===== config.mk =====
export PLATFORM = sky130hd
export DESIGN_NAME = rgb_pixel_blend_unit_top_flat
export DESIGN_NICKNAME = d
export VERILOG_FILES = /design/src/design/rpb_pkg.sv /design/src/design/rpb_if.sv /design/src/design/rpb_lane.sv /design/src/design/rgb_pixel_blend_unit_top.sv /design/src/flat_wrapper.sv
export SDC_FILE = /design/constraint.sdc
export NUM_CORES = 1
export LEC_CHECK = 0
export BUFFER_PORTS_ARGS = -buffer_cell sky130_fd_sc_hd__buf_2
export CORE_MARGIN = 10
export CORE_UTILIZATION = 45
export CTS_BUF_LIST = sky130_fd_sc_hd__clkbuf_8
export CTS_CLUSTER_SIZE = 30
export DETAILED_ROUTE_END_ITERATION = 6
export GPL_TIMING_DRIVEN = 1
export MAX_ROUTING_LAYER = met4
export SETUP_SLACK_MARGIN = 0.5
export SLEW_MARGIN = 20
export SYNTH_ARGS = -nofsm -noshare
export SYNTH_HDL_FRONTEND = slang
export SYNTH_SLANG_ARGS = --single-unit

===== constraint.sdc =====
create_clock -name clk -period 7 [get_ports clk]
set_input_delay 0.7 -clock clk [delete_from_list [all_inputs] [get_ports clk]]
set_output_delay 0.7 -clock clk [all_outputs]
set_load 0.02 [all_outputs]

===== src/design/rpb_pkg.sv =====
package rpb_pkg;

	typedef logic [7:0] chan_t;
	typedef logic [3:0] kind_t;
	typedef logic signed [8:0] operand_t;
	typedef logic [1:0] cfg_index_t;

	localparam int NUM_LANES = 3;
	localparam chan_t CHAN_MAX = 8'd255;

	// Blend mode codes carried in the kind field.
	localparam kind_t KIND_MUL    = 4'd0;
	localparam kind_t KIND_SCREEN = 4'd1;
	localparam kind_t KIND_SUB    = 4'd2;
	localparam kind_t KIND_OVER   = 4'd3;
	localparam kind_t KIND_ADD    = 4'd4;
	localparam kind_t KIND_SCALE  = 4'd5;
	localparam kind_t KIND_NEG    = 4'd6;
	localparam kind_t KIND_REP_B  = 4'd7;
	localparam kind_t KIND_REP_G  = 4'd8;
	localparam kind_t KIND_REP_R  = 4'd9;
	localparam kind_t KIND_INS_B  = 4'd10;
	localparam kind_t KIND_INS_G  = 4'd11;
	localparam kind_t KIND_INS_R  = 4'd12;

	// Register indexes on the configuration channel.
	localparam cfg_index_t CFG_BLUE  = 2'd0;
	localparam cfg_index_t CFG_GREEN = 2'd1;
	localparam cfg_index_t CFG_RED   = 2'd2;

	// How the last stage forms a channel.
	typedef enum logic [1:0] {
		POST_DIRECT,
		POST_SCALE,
		POST_Q,
		POST_INVQ
	} post_t;

	// Which value the first stage puts on the direct path.
	typedef enum logic [1:0] {
		DSEL_COPY,
		DSEL_SUB,
		DSEL_ADD
	} dsel_t;

	typedef struct packed {
		logic  inv;
		logic  use_op;
		logic  dbl;
		post_t post;
		dsel_t dsel;
	} lane_ctl_t;

	typedef struct packed {
		logic s1;
		logic s2;
		logic s3;
		logic s4;
	} pipe_en_t;

endpackage


===== src/design/rpb_if.sv =====
interface rpb_pix_in_if;
	import rpb_pkg::*;

	logic  valid;
	logic  ready;
	kind_t kind;
	chan_t top_blue;
	chan_t top_green;
	chan_t top_red;
	chan_t bottom_blue;
	chan_t bottom_green;
	chan_t bottom_red;

	modport source (
		output valid, kind, top_blue, top_green, top_red,
		output bottom_blue, bottom_green, bottom_red,
		input  ready
	);
	modport sink (
		input  valid, kind, top_blue, top_green, top_red,
		input  bottom_blue, bottom_green, bottom_red,
		output ready
	);
endinterface

interface rpb_pix_out_if;
	import rpb_pkg::*;

	logic  valid;
	logic  ready;
	chan_t out_blue;
	chan_t out_green;
	chan_t out_red;

	modport source (output valid, out_blue, out_green, out_red, input ready);
	modport sink (input valid, out_blue, out_green, out_red, output ready);
endinterface

interface rpb_cfg_if;
	import rpb_pkg::*;

	logic       valid;
	logic       ready;
	cfg_index_t index;
	operand_t   data;

	modport source (output valid, index, data, input ready);
	modport sink (input valid, index, data, output ready);
endinterface


===== src/design/rpb_lane.sv =====
module rpb_lane (
	input  logic               clk,
	input  rpb_pkg::pipe_en_t  en,
	input  rpb_pkg::lane_ctl_t ctl,
	input  rpb_pkg::chan_t     top_val,
	input  rpb_pkg::chan_t     bot_val,
	input  rpb_pkg::chan_t     copy_val,
	input  rpb_pkg::operand_t  operand,
	output rpb_pkg::chan_t     result
);
	import rpb_pkg::*;

	function automatic chan_t clamp10(input logic signed [9:0] v);
		chan_t r;
		if (v < 0) begin
			r = 8'd0;
		end else if (v > 10'sd255) begin
			r = CHAN_MAX;
		end else begin
			r = v[7:0];
		end
		return r;
	endfunction

	// Stage 1: operand selection and the simple modes.
	logic signed [9:0] diff;
	logic signed [9:0] sum;
	chan_t             direct0;
	chan_t             mul_a0;
	operand_t          mul_b0;

	always_comb begin
		diff   = $signed({2'b00, bot_val}) - $signed({2'b00, top_val});
		sum    = $signed({2'b00, top_val}) + $signed({operand[8], operand});
		mul_a0 = ctl.inv ? CHAN_MAX - top_val : top_val;
		mul_b0 = ctl.use_op ? operand :
			$signed({1'b0, (ctl.inv ? CHAN_MAX - bot_val : bot_val)});
		case (ctl.dsel)
			DSEL_SUB: direct0 = clamp10(diff);
			DSEL_ADD: direct0 = clamp10(sum);
			default:  direct0 = copy_val;
		endcase
	end

	chan_t     mul_a_s1;
	operand_t  mul_b_s1;
	chan_t     direct_s1;
	lane_ctl_t ctl_s1;

	always_ff @(posedge clk) begin
		if (en.s1) begin
			mul_a_s1  <= mul_a0;
			mul_b_s1  <= mul_b0;
			direct_s1 <= direct0;
			ctl_s1    <= ctl;
		end
	end

	// Stage 2: one signed 9x9 multiply.
	logic signed [17:0] mul_a_w;
	logic signed [17:0] mul_b_w;
	logic signed [17:0] prod_s2;
	chan_t              direct_s2;
	lane_ctl_t          ctl_s2;

	assign mul_a_w = 18'($signed({1'b0, mul_a_s1}));
	assign mul_b_w = 18'(mul_b_s1);

	always_ff @(posedge clk) begin
		if (en.s2) begin
			prod_s2   <= mul_a_w * mul_b_w;
			direct_s2 <= direct_s1;
			ctl_s2    <= ctl_s1;
		end
	end

	// Stage 3: rounding offset and quotient estimate x*257/65536, which is
	// at most one below floor(x/255). Scale results are clamped here.
	logic [16:0] pm;
	logic [16:0] x3;
	logic [24:0] qsum;
	chan_t       direct3;

	always_comb begin
		pm   = ctl_s2.dbl ? {prod_s2[15:0], 1'b0} : prod_s2[16:0];
		x3   = pm + 17'd127;
		qsum = {x3, 8'b0} + {8'b0, x3};
		if (ctl_s2.post == POST_SCALE) begin
			if (prod_s2[17]) begin
				direct3 = 8'd0;
			end else if (|prod_s2[16:8]) begin
				direct3 = CHAN_MAX;
			end else begin
				direct3 = prod_s2[7:0];
			end
		end else begin
			direct3 = direct_s2;
		end
	end

	logic [16:0] x_s3;
	logic [8:0]  qe_s3;
	chan_t       direct_s3;
	post_t       post_s3;

	always_ff @(posedge clk) begin
		if (en.s3) begin
			x_s3      <= x3;
			qe_s3     <= qsum[24:16];
			direct_s3 <= direct3;
			post_s3   <= ctl_s2.post;
		end
	end

	// Stage 4: one correction step on the quotient, then the channel.
	logic [17:0] rem;
	logic [8:0]  q;
	chan_t       res4;

	always_comb begin
		rem = {1'b0, x_s3} + {9'b0, qe_s3} - {1'b0, qe_s3, 8'b0};
		q   = qe_s3 + 9'(rem >= 18'd255);
		case (post_s3)
			POST_Q:    res4 = q[7:0];
			POST_INVQ: res4 = q[8] ? 8'd0 : CHAN_MAX - q[7:0];
			default:   res4 = direct_s3;
		endcase
	end

	chan_t res_s4;

	always_ff @(posedge clk) begin
		if (en.s4) begin
			res_s4 <= res4;
		end
	end

	assign result = res_s4;

endmodule


===== src/design/rgb_pixel_blend_unit_top.sv =====
// Pixel blend unit: combines a top and a bottom 8-bit BGR pixel into one pixel.
// The pix_in channel carries one request per pixel pair: the mode in kind and
// the six channel values. The pix_out channel returns one blended pixel per
// request, in request order. Both use valid/ready; a transfer happens on a
// rising clock edge with both high.
// The cfg channel writes the three signed per-channel operands used by the add
// and scale modes. It is always ready and should only be written while no
// request is in flight.
// The datapath is a four-stage pipeline: operand select, multiply, rounding
// estimate, correction and output register. A request is registered in each
// stage in turn, and its result shows on pix_out from the output register;
// the unit accepts one request every cycle unless back-pressure has filled
// the pipeline. The multiply stage and the divide-by-255 rounding split across
// stages three and four set the pipeline depth.
// Each stage moves forward whenever the stage after it is empty or moving, so
// a stalled receiver first fills the internal bubbles and only then drops
// pix_in.ready. Nothing is lost or repeated under back-pressure.
// Reset clears all stage valid bits and the operand registers to zero; the
// unit accepts requests in the first cycle after reset is released.
module rgb_pixel_blend_unit_top (
	input logic          clk,
	input logic          arst_n,
	rpb_pix_in_if.sink   pix_in,
	rpb_pix_out_if.source pix_out,
	rpb_cfg_if.sink      cfg
);
	import rpb_pkg::*;

	// Operand registers, one per channel in blue, green, red order.
	operand_t op_q [NUM_LANES];

	assign cfg.ready = 1'b1;

	always_ff @(posedge clk or negedge arst_n) begin
		if (!arst_n) begin
			op_q <= '{default: '0};
		end else if (cfg.valid) begin
			case (cfg.index)
				CFG_BLUE:  op_q[0] <= cfg.data;
				CFG_GREEN: op_q[1] <= cfg.data;
				CFG_RED:   op_q[2] <= cfg.data;
				default:   ;
			endcase
		end
	end

	// Stage valid bits and the ready chain. A stage may load when it is
	// empty or when its contents move on in the same cycle.
	logic     v_s1, v_s2, v_s3, v_s4;
	pipe_en_t en;

	always_comb begin
		en.s4 = !v_s4 || pix_out.ready;
		en.s3 = !v_s3 || en.s4;
		en.s2 = !v_s2 || en.s3;
		en.s1 = !v_s1 || en.s2;
	end

	always_ff @(posedge clk or negedge arst_n) begin
		if (!arst_n) begin
			v_s1 <= 1'b0;
			v_s2 <= 1'b0;
			v_s3 <= 1'b0;
			v_s4 <= 1'b0;
		end else begin
			if (en.s1) begin
				v_s1 <= pix_in.valid;
			end
			if (en.s2) begin
				v_s2 <= v_s1;
			end
			if (en.s3) begin
				v_s3 <= v_s2;
			end
			if (en.s4) begin
				v_s4 <= v_s3;
			end
		end
	end

	assign pix_in.ready  = en.s1;
	assign pix_out.valid = v_s4;

	// Mode decode. Overlay looks at the whole bottom pixel to choose between
	// doubled multiply and doubled screen, so that decision is made here.
	chan_t     tv [NUM_LANES];
	chan_t     bv [NUM_LANES];
	chan_t     copy_v [NUM_LANES];
	lane_ctl_t ctl [NUM_LANES];
	logic      dark;

	assign tv[0] = pix_in.top_blue;
	assign tv[1] = pix_in.top_green;
	assign tv[2] = pix_in.top_red;
	assign bv[0] = pix_in.bottom_blue;
	assign bv[1] = pix_in.bottom_green;
	assign bv[2] = pix_in.bottom_red;

	always_comb begin
		dark = !bv[0][7] && !bv[1][7] && !bv[2][7];
		for (int c = 0; c < NUM_LANES; c++) begin
			ctl[c]    = '{inv: 1'b0, use_op: 1'b0, dbl: 1'b0,
				post: POST_DIRECT, dsel: DSEL_COPY};
			copy_v[c] = bv[c];
			case (pix_in.kind)
				KIND_MUL: begin
					ctl[c].post = POST_Q;
				end
				KIND_SCREEN: begin
					ctl[c].inv  = 1'b1;
					ctl[c].post = POST_INVQ;
				end
				KIND_SUB: begin
					ctl[c].dsel = DSEL_SUB;
				end
				KIND_OVER: begin
					ctl[c].dbl  = 1'b1;
					ctl[c].inv  = !dark;
					ctl[c].post = dark ? POST_Q : POST_INVQ;
				end
				KIND_ADD: begin
					ctl[c].dsel = DSEL_ADD;
				end
				KIND_SCALE: begin
					ctl[c].use_op = 1'b1;
					ctl[c].post   = POST_SCALE;
				end
				KIND_NEG: begin
					copy_v[c] = CHAN_MAX - tv[c];
				end
				KIND_REP_B: begin
					copy_v[c] = tv[0];
				end
				KIND_REP_G: begin
					copy_v[c] = tv[1];
				end
				KIND_REP_R: begin
					copy_v[c] = tv[2];
				end
				KIND_INS_B, KIND_INS_G, KIND_INS_R: begin
					if (pix_in.kind == kind_t'(int'(KIND_INS_B) + c)) begin
						copy_v[c] = tv[c];
					end
				end
				default: begin
					copy_v[c] = bv[c];
				end
			endcase
		end
	end

	chan_t res [NUM_LANES];

	for (genvar g = 0; g < NUM_LANES; g++) begin : g_lane
		rpb_lane u_lane (
			.clk      (clk),
			.en       (en),
			.ctl      (ctl[g]),
			.top_val  (tv[g]),
			.bot_val  (bv[g]),
			.copy_val (copy_v[g]),
			.operand  (op_q[g]),
			.result   (res[g])
		);
	end

	assign pix_out.out_blue  = res[0];
	assign pix_out.out_green = res[1];
	assign pix_out.out_red   = res[2];

endmodule


===== src/flat_wrapper.sv =====
// flat-port wrapper written by rule: the top's interface ports become plain ports
module rgb_pixel_blend_unit_top_flat import rpb_pkg::*;
  (clk, arst_n, pix_in_valid, pix_in_kind, pix_in_top_blue, pix_in_top_green, pix_in_top_red, pix_in_bottom_blue, pix_in_bottom_green, pix_in_bottom_red, pix_in_ready, pix_out_valid, pix_out_out_blue, pix_out_out_green, pix_out_out_red, pix_out_ready, cfg_valid, cfg_index, cfg_data, cfg_ready);
  rpb_pix_in_if pix_in_i ();
  rpb_pix_out_if pix_out_i ();
  rpb_cfg_if cfg_i ();
  input logic clk;
  input logic arst_n;
  input wire logic [$bits(pix_in_i.valid)-1:0] pix_in_valid;
  input wire logic [$bits(pix_in_i.kind)-1:0] pix_in_kind;
  input wire logic [$bits(pix_in_i.top_blue)-1:0] pix_in_top_blue;
  input wire logic [$bits(pix_in_i.top_green)-1:0] pix_in_top_green;
  input wire logic [$bits(pix_in_i.top_red)-1:0] pix_in_top_red;
  input wire logic [$bits(pix_in_i.bottom_blue)-1:0] pix_in_bottom_blue;
  input wire logic [$bits(pix_in_i.bottom_green)-1:0] pix_in_bottom_green;
  input wire logic [$bits(pix_in_i.bottom_red)-1:0] pix_in_bottom_red;
  output wire logic [$bits(pix_in_i.ready)-1:0] pix_in_ready;
  output wire logic [$bits(pix_out_i.valid)-1:0] pix_out_valid;
  output wire logic [$bits(pix_out_i.out_blue)-1:0] pix_out_out_blue;
  output wire logic [$bits(pix_out_i.out_green)-1:0] pix_out_out_green;
  output wire logic [$bits(pix_out_i.out_red)-1:0] pix_out_out_red;
  input wire logic [$bits(pix_out_i.ready)-1:0] pix_out_ready;
  input wire logic [$bits(cfg_i.valid)-1:0] cfg_valid;
  input wire logic [$bits(cfg_i.index)-1:0] cfg_index;
  input wire logic [$bits(cfg_i.data)-1:0] cfg_data;
  output wire logic [$bits(cfg_i.ready)-1:0] cfg_ready;
  assign pix_in_i.valid = pix_in_valid;
  assign pix_in_i.kind = pix_in_kind;
  assign pix_in_i.top_blue = pix_in_top_blue;
  assign pix_in_i.top_green = pix_in_top_green;
  assign pix_in_i.top_red = pix_in_top_red;
  assign pix_in_i.bottom_blue = pix_in_bottom_blue;
  assign pix_in_i.bottom_green = pix_in_bottom_green;
  assign pix_in_i.bottom_red = pix_in_bottom_red;
  assign pix_in_ready = pix_in_i.ready;
  assign pix_out_valid = pix_out_i.valid;
  assign pix_out_out_blue = pix_out_i.out_blue;
  assign pix_out_out_green = pix_out_i.out_green;
  assign pix_out_out_red = pix_out_i.out_red;
  assign pix_out_i.ready = pix_out_ready;
  assign cfg_i.valid = cfg_valid;
  assign cfg_i.index = cfg_index;
  assign cfg_i.data = cfg_data;
  assign cfg_ready = cfg_i.ready;
  rgb_pixel_blend_unit_top u_core (.clk(clk), .arst_n(arst_n), .pix_in(pix_in_i), .pix_out(pix_out_i), .cfg(cfg_i));
endmodule

Word level (Yosys, flattened, before mapping)
Index checks and enable logic that the tools add are counted.

word-level totals
  output and inout bits = 27
  input bits = 68
  logic and storage cells = 186
  bits in registers = 318

cells by class
  add/sub/neg operators = 30
  magnitude comparators = 15
  multiply operators = 3
  equal/unequal tests = 19
  reduce and logical (&&, ||, !) cells = 23
  muxes and demuxes = 54

operator list
  kind                     number
  $mux W8                  36
  $pmux W8 S5              3
  $pmux W8 S2              6
  $add A25 B17 Y25         3
  $sub A8 B8 Y8 const A    9
  $add A17 B9 Y18          3
  $ge A18 B8 Y1 const B    3
  $mul A9 B9 Y18           3
  $sub A18 B17 Y18         3
  $add A17 B7 Y17 const B  3
  $mux W17                 3
  $add A9 B9 Y10           3
  $gt A10 B9 Y1 const B    3
  $lt A10 B1 Y1 const B    3
  $add A9 B1 Y9            3
  $gt A9 B9 Y1 const B     3
  $lt A9 B1 Y1 const B     3
  $reduce_or A9 Y1         3
  $sub A8 B8 Y9            3
  $eq A4 B4 Y1 const B     5
  $eq A4 B3 Y1 const B     4
  $eq A2 B2 Y1 const B     4
  $eq A4 B2 Y1 const B     2
  $logic_not A1 Y1         8
  12 further kinds         22

Logic depth before layout (Yosys ltp)
  depth in word-level cells = 7
  gate-level depth with buffers = 24
  gate-level depth less buffers = 21

By module
Synthesis repeated with hierarchy kept, for this count alone.

unflattened totals
  cells, all modules = 3110
  area total of the unflattened synthesis = 30509.3 um^2

by module, submodules not included
  module                              instances  cells an instance  seq. area each (um^2)  area an instance (um^2)
  rpb_lane (u_core.g_lane[0].u_lane)  1          938                3032.9                 9389.0
  rpb_lane (u_core.g_lane[2].u_lane)  1          954                3032.9                 9292.7
  rpb_lane (u_core.g_lane[1].u_lane)  1          936                3032.9                 9260.1
  rgb_pixel_blend_unit_top            1          282                775.7                  2567.5

Worst setup path after synthesis
Ideal clock, no wire load.

  path type = register to register
  start point = reg u_core.g_lane[0].u_lane.ctl_s2[4] in the netlist's numbering
  end point = reg u_core.g_lane[0].u_lane.qe_s3[8] (data pin)
  required time = 6.733 ns
  slack = 1.372 ns
  clock period less this slack = 5.628 ns
  stages on the path, launching flop included = 24
  buffers on the path = 8
  arrival = 5.361 ns
  library setup time = 0.267 ns
  cells stage by stage = edfxtp_1 buf_4 buf_2 buf_2 buf_2 buf_1 buf_2 buf_2 mux2i_1 ha_1 or3b_1 buf_6 o311ai_0 a31oi_1 o211a_1 ha_1 and2_1 nand4_1 mux2_2 a311oi_4 o21a_4 and4_4 nand2_2 xnor2_2

between the ends
  longest elaborated chain between the ends = 3

RTL lines
  element                               RTL line         text
  start: declaration                    rpb_lane.sv:64   lane_ctl_t ctl_s2;
  start signal: assignment              rpb_lane.sv:73   ctl_s2 <= ctl_s1;
  $mux W17                              rpb_lane.sv:85   pm = ctl_s2.dbl ? {prod_s2[15:0], 1'b0} : prod_s2[16:0];
  $add A17 B7 Y17                       rpb_lane.sv:86   x3 = pm + 17'd127;
  via u_core.g_lane[0].u_lane.x3[10]    rpb_lane.sv:80   logic [16:0] x3;
  $add A25 B17 Y25                      rpb_lane.sv:87   qsum = {x3, 8'b0} + {8'b0, x3};
  via u_core.g_lane[0].u_lane.qsum[24]  rpb_lane.sv:81   logic [24:0] qsum;
  end signal: assignment                rpb_lane.sv:109  qe_s3 <= qsum[24:16];
  end: declaration                      rpb_lane.sv:102  logic [8:0] qe_s3;

The timed path passes the listed nets, and every way through them passes these cells.
A chain may end at the register's enable or synchronous reset.

Final worst setup path
  start point = reg u_core.g_lane[2].u_lane.mul_b_s1[8]
  end point = reg u_core.g_lane[2].u_lane.prod_s2[15] (data pin)

between the ends
  longest elaborated chain between the ends = 1

RTL lines
  element                   RTL line        text
  start: declaration        rpb_lane.sv:46  operand_t mul_b_s1;
  start signal: assignment  rpb_lane.sv:53  mul_b_s1 <= mul_b0;
  $mul A9 B9 Y18            rpb_lane.sv:71  prod_s2 <= mul_a_w * mul_b_w;
  end signal: assignment    rpb_lane.sv:71
  end: declaration          rpb_lane.sv:62  logic signed [17:0] prod_s2;

No other way between the ends.

==> metrics <==
Synth-to-Final Area Change 7.95%; Finished Layout Cells 3,982; antenna violations before repair 0; fin crit period approximately 5000 ps; Commonest cells post-synth inv_1, ha_1, nand2_1; Clock transition at path regs 60 ps; Iteration-0 DRC Markers 1,425; DIE WIDTH 275 um; Die ar. 75,600 um^2; internal power 8.06 mW; top_reg_cell synth edfxtp_1; CTS tree built; Worst Path Required approximately 7400 ps; sequential cell area ~9400 um^2; setup TNS 0 ps; crit-path cells nand2b_1 -> fa_1 -> fa_1 -> inv_1 -> fa_1 -> fa_1 -> fa_1 -> ha_1 -> a21oi_1 -> nor2b_1 -> o211ai_1 -> a21oi_1 -> nor3_1 -> xnor2_1; Syn Inst Count 3,025; clk_lat worst skew 680 ps; Final GP Congestion about 0.94; Remaining DRCs 0; net count reported at finish 3,624; CP Data Arrival Time 5400 ps; TritonCTS buffer count between 50 and 60; Placed Area 30,500 um^2; P_sw roughly 7 mW; Setup CP Type reg -> reg; skew final about 42 ps; placed insts approximately 3,900; Lkg Pwr 13.9 nW; root buf cell clkbuf_8; multi-input logic area 18,200 um^2; largest area contributor in the netlist edfxtp_1; Overall Global Routing Usage around a fifth; Finished Cell Area roughly 32,000 um^2; Hold Crit Class in -> async; Worst slew margin 32.0%; Final Hold Fails 0; Antenna Cells 0; CTS sink cnt 318; boundary pin count 95; Syn Nets 3,569; worst vdd ir 0.000195 V; Worst Setup Start Kind register; Routed WL about 70,000 um; largest net degree at the start of global routing 83; Post-synth EDFFs approximately 290; Ys Warns 0; Resize count post-CTS 0; Final Setup Violations 0; Filler Cells Inserted 6,007; Core Region 64,300 um^2; fin. max-slew vios 0; layout cells sized above 1 8.12%; worst-path fanout max 10; DR WL/cell 18.0 um; most used cell, CP fa_1; Gate power share 63.9%; Yosys cell types 95; vias in the first global route between 20,000 and 25,000; top-count cell post-synth inv_1; CP max-delay cell edfxtp_1; first-pass GRT wire length 116,000 um; Worst-Margin Slew 1020 ps; CTS max path bufs 3; Core Rows slightly above 90; FMAX about 0.2 GHz; Synth Cell Area 29,200 um^2; DR vias ~22,000; ANT nets after route 0; sequential share of the synthesized area 32.1%; Post-CTS Hold Fix Bufs 0; die height 275 um; Flop pwr share 25.0%; iteration count of the initial detailed-routing pass 6; synth top area cells edfxtp_1, ha_1, fa_1; Synth Area per Inst around 9.7 um^2; Setup crit end kind register; Post-synth ARST share around a tenth; Setup Fix Bufs, Post-CTS 0; switching part of the total 45.8%; clock share of power 11.1%; CP peak stage delay 630 ps; PwrDens 471 nW/um^2; Buffers on Ports 93; Max H-tree Level 2; GRT overflow 0; RSZ-0062 raised after global routing false; Starting Density 45.4%; top-area cell type share of the netlist area 29.5%; DR vias/cell 5.48; Synth Register Bits 318; post-route clock period utilization 71.2%; Max Cap Viol 0; Post-DP HPWL approximately 57,000 um; status complete, no violations
[metrics by stage]
| step | worst slack (ps) | utilization (%) | total power [mW] | hold slack, ps |
|---|---|---|---|---|
| 4_1_cts | 1970 | 49.1 | 15.0 | 101 |
| 5_1_grt | 1650 | 49.1 | 16.5 | 138 |
| 6_report | 2010 | 49.1 | 14.9 | 149 |
| 3_5_place_dp | 1940 | 47.4 | 13.2 | 405 |
| 2_1_floorplan | 1370 | - | 11.0 | 400 |
| 3_3_place_gp | 2040 | 47.4 | 12.9 | 405 |
[layer usage]
metal | up-vias | track usage, % | share of wire (%)
li1 | 10800 | - | -
met3 | 106 | 2.63 | 4.0
met4 | 0 | 4.67 | 2.1
met1 | 10400 | 27.2 | 49
met5 | - | - | 0
met2 | 532 | 29.6 | 45
[placed cells by master (no fill, tap or decap), drive strengths merged, types with 32 or more instances in the layout]
| master | Yosys | layout |
|---|---|---|
| mux2 | 34 | 34 |
| nand2b | 44 | 44 |
| fa | 138 | 138 |
| o211ai | 45 | 45 |
| a21o | 36 | 36 |
| xnor2 | 177 | 177 |
| xor2 | 55 | 55 |
| nand2 | 300 | 300 |
| o21ai | 121 | 121 |
| mux2i | 32 | 32 |
| buf | 27 | 109 |
| a21oi | 138 | 138 |
| nor2 | 164 | 164 |
| nor2b | 47 | 47 |
| o31ai | 35 | 35 |
| edfxtp | 287 | 287 |
| nand3 | 66 | 66 |
| clkbuf | 85 | 58 |
| nor3 | 50 | 50 |
| inv | 341 | 368 |
| ha | 338 | 338 |
| and2 | 92 | 92 |
[kinds of logic after synthesis]
kind of cell | after synthesis | synth area share (%)
compound gates | 594 | 13.7
simple gates | 884 | 14.9
flops | 318 | 32.1
xor+xnor | 232 | 6.97
mux | 66 | 2.42
other cells | 1 | 0.0128
buf+inv | 454 | 5.95
fa+ha+maj | 476 | 23.9
[final cells by class]
| cell class | instances | area share (%) |
|---|---|---|
| inverter | 342 | 4.07 |
| timing repair buffer | 109 | 1.85 |
| clock inverter | 47 | 0.915 |
| sequential | 318 | 29.8 |
| clock buffer | 58 | 2.53 |
| multi-input combinational | 2253 | 57.5 |
| tap | 855 | 3.39 |
[critical path: cells and delay by family (launching register included)]
kind | cells | cell delay, ps
adders and majority gates | 6 | 2920
DFF | 1 | 630
AOI/OAI and AO/OA | 3 | 550
and+or+nand+nor | 3 | 490
xor gates and xnor gates | 1 | 100
buffers and inverters | 1 | 50
[registers in the layout, summed over array words and instances (netlist names), 3 cells and up]
signal / flops
u_core.g_lane.u_lane.ctl_s1: 3
u_core.g_lane.u_lane.ctl_s2: 3
u_core.g_lane.u_lane.direct_s1: 24
u_core.g_lane.u_lane.direct_s2: 24
u_core.g_lane.u_lane.direct_s3: 24
u_core.g_lane.u_lane.mul_a_s1: 24
u_core.g_lane.u_lane.mul_b_s1: 27
u_core.g_lane.u_lane.prod_s2: 54
u_core.g_lane.u_lane.qe_s3: 27
u_core.g_lane.u_lane.result: 24
u_core.g_lane.u_lane.x_s3: 51
u_core.op_q: 27
[final timing paths]
| check | slack (ps) | end | cells past startpoint | start |
|---|---|---|---|---|
| max | 2010 | u_core.g_lane[2].u_lane.prod_s2[15] | 14 | u_core.g_lane[2].u_lane.mul_b_s1[8] |
| max in group asynchronous | 6280 | u_core.op_q[18] | 1 | arst_n |
| min in group clk | 210 | u_core.v_s1 | 2 | pix_in_valid |
| min reg2reg | 410 | u_core.g_lane[2].u_lane.direct_s2[2] | 0 | u_core.g_lane[2].u_lane.direct_s1[2] |
| max reg2reg | 2010 | u_core.g_lane[2].u_lane.prod_s2[15] | 14 | u_core.g_lane[2].u_lane.mul_b_s1[8] |
| min | 150 | u_core.op_q[11] | 1 | arst_n |
[power groups by stage]
stage / Sequential, mW / Combinational, mW / Clock [mW]
after floorplan: 3.43 / 7.61 / 0
after global placement: 3.73 / 9.19 / 0
after detailed placement: 3.75 / 9.43 / 0
after CTS: 3.72 / 9.54 / 1.71
after global routing: 3.81 / 10.9 / 1.81
final: 3.72 / 9.51 / 1.65
No activity file was read; power rests on OpenSTA's default activity.
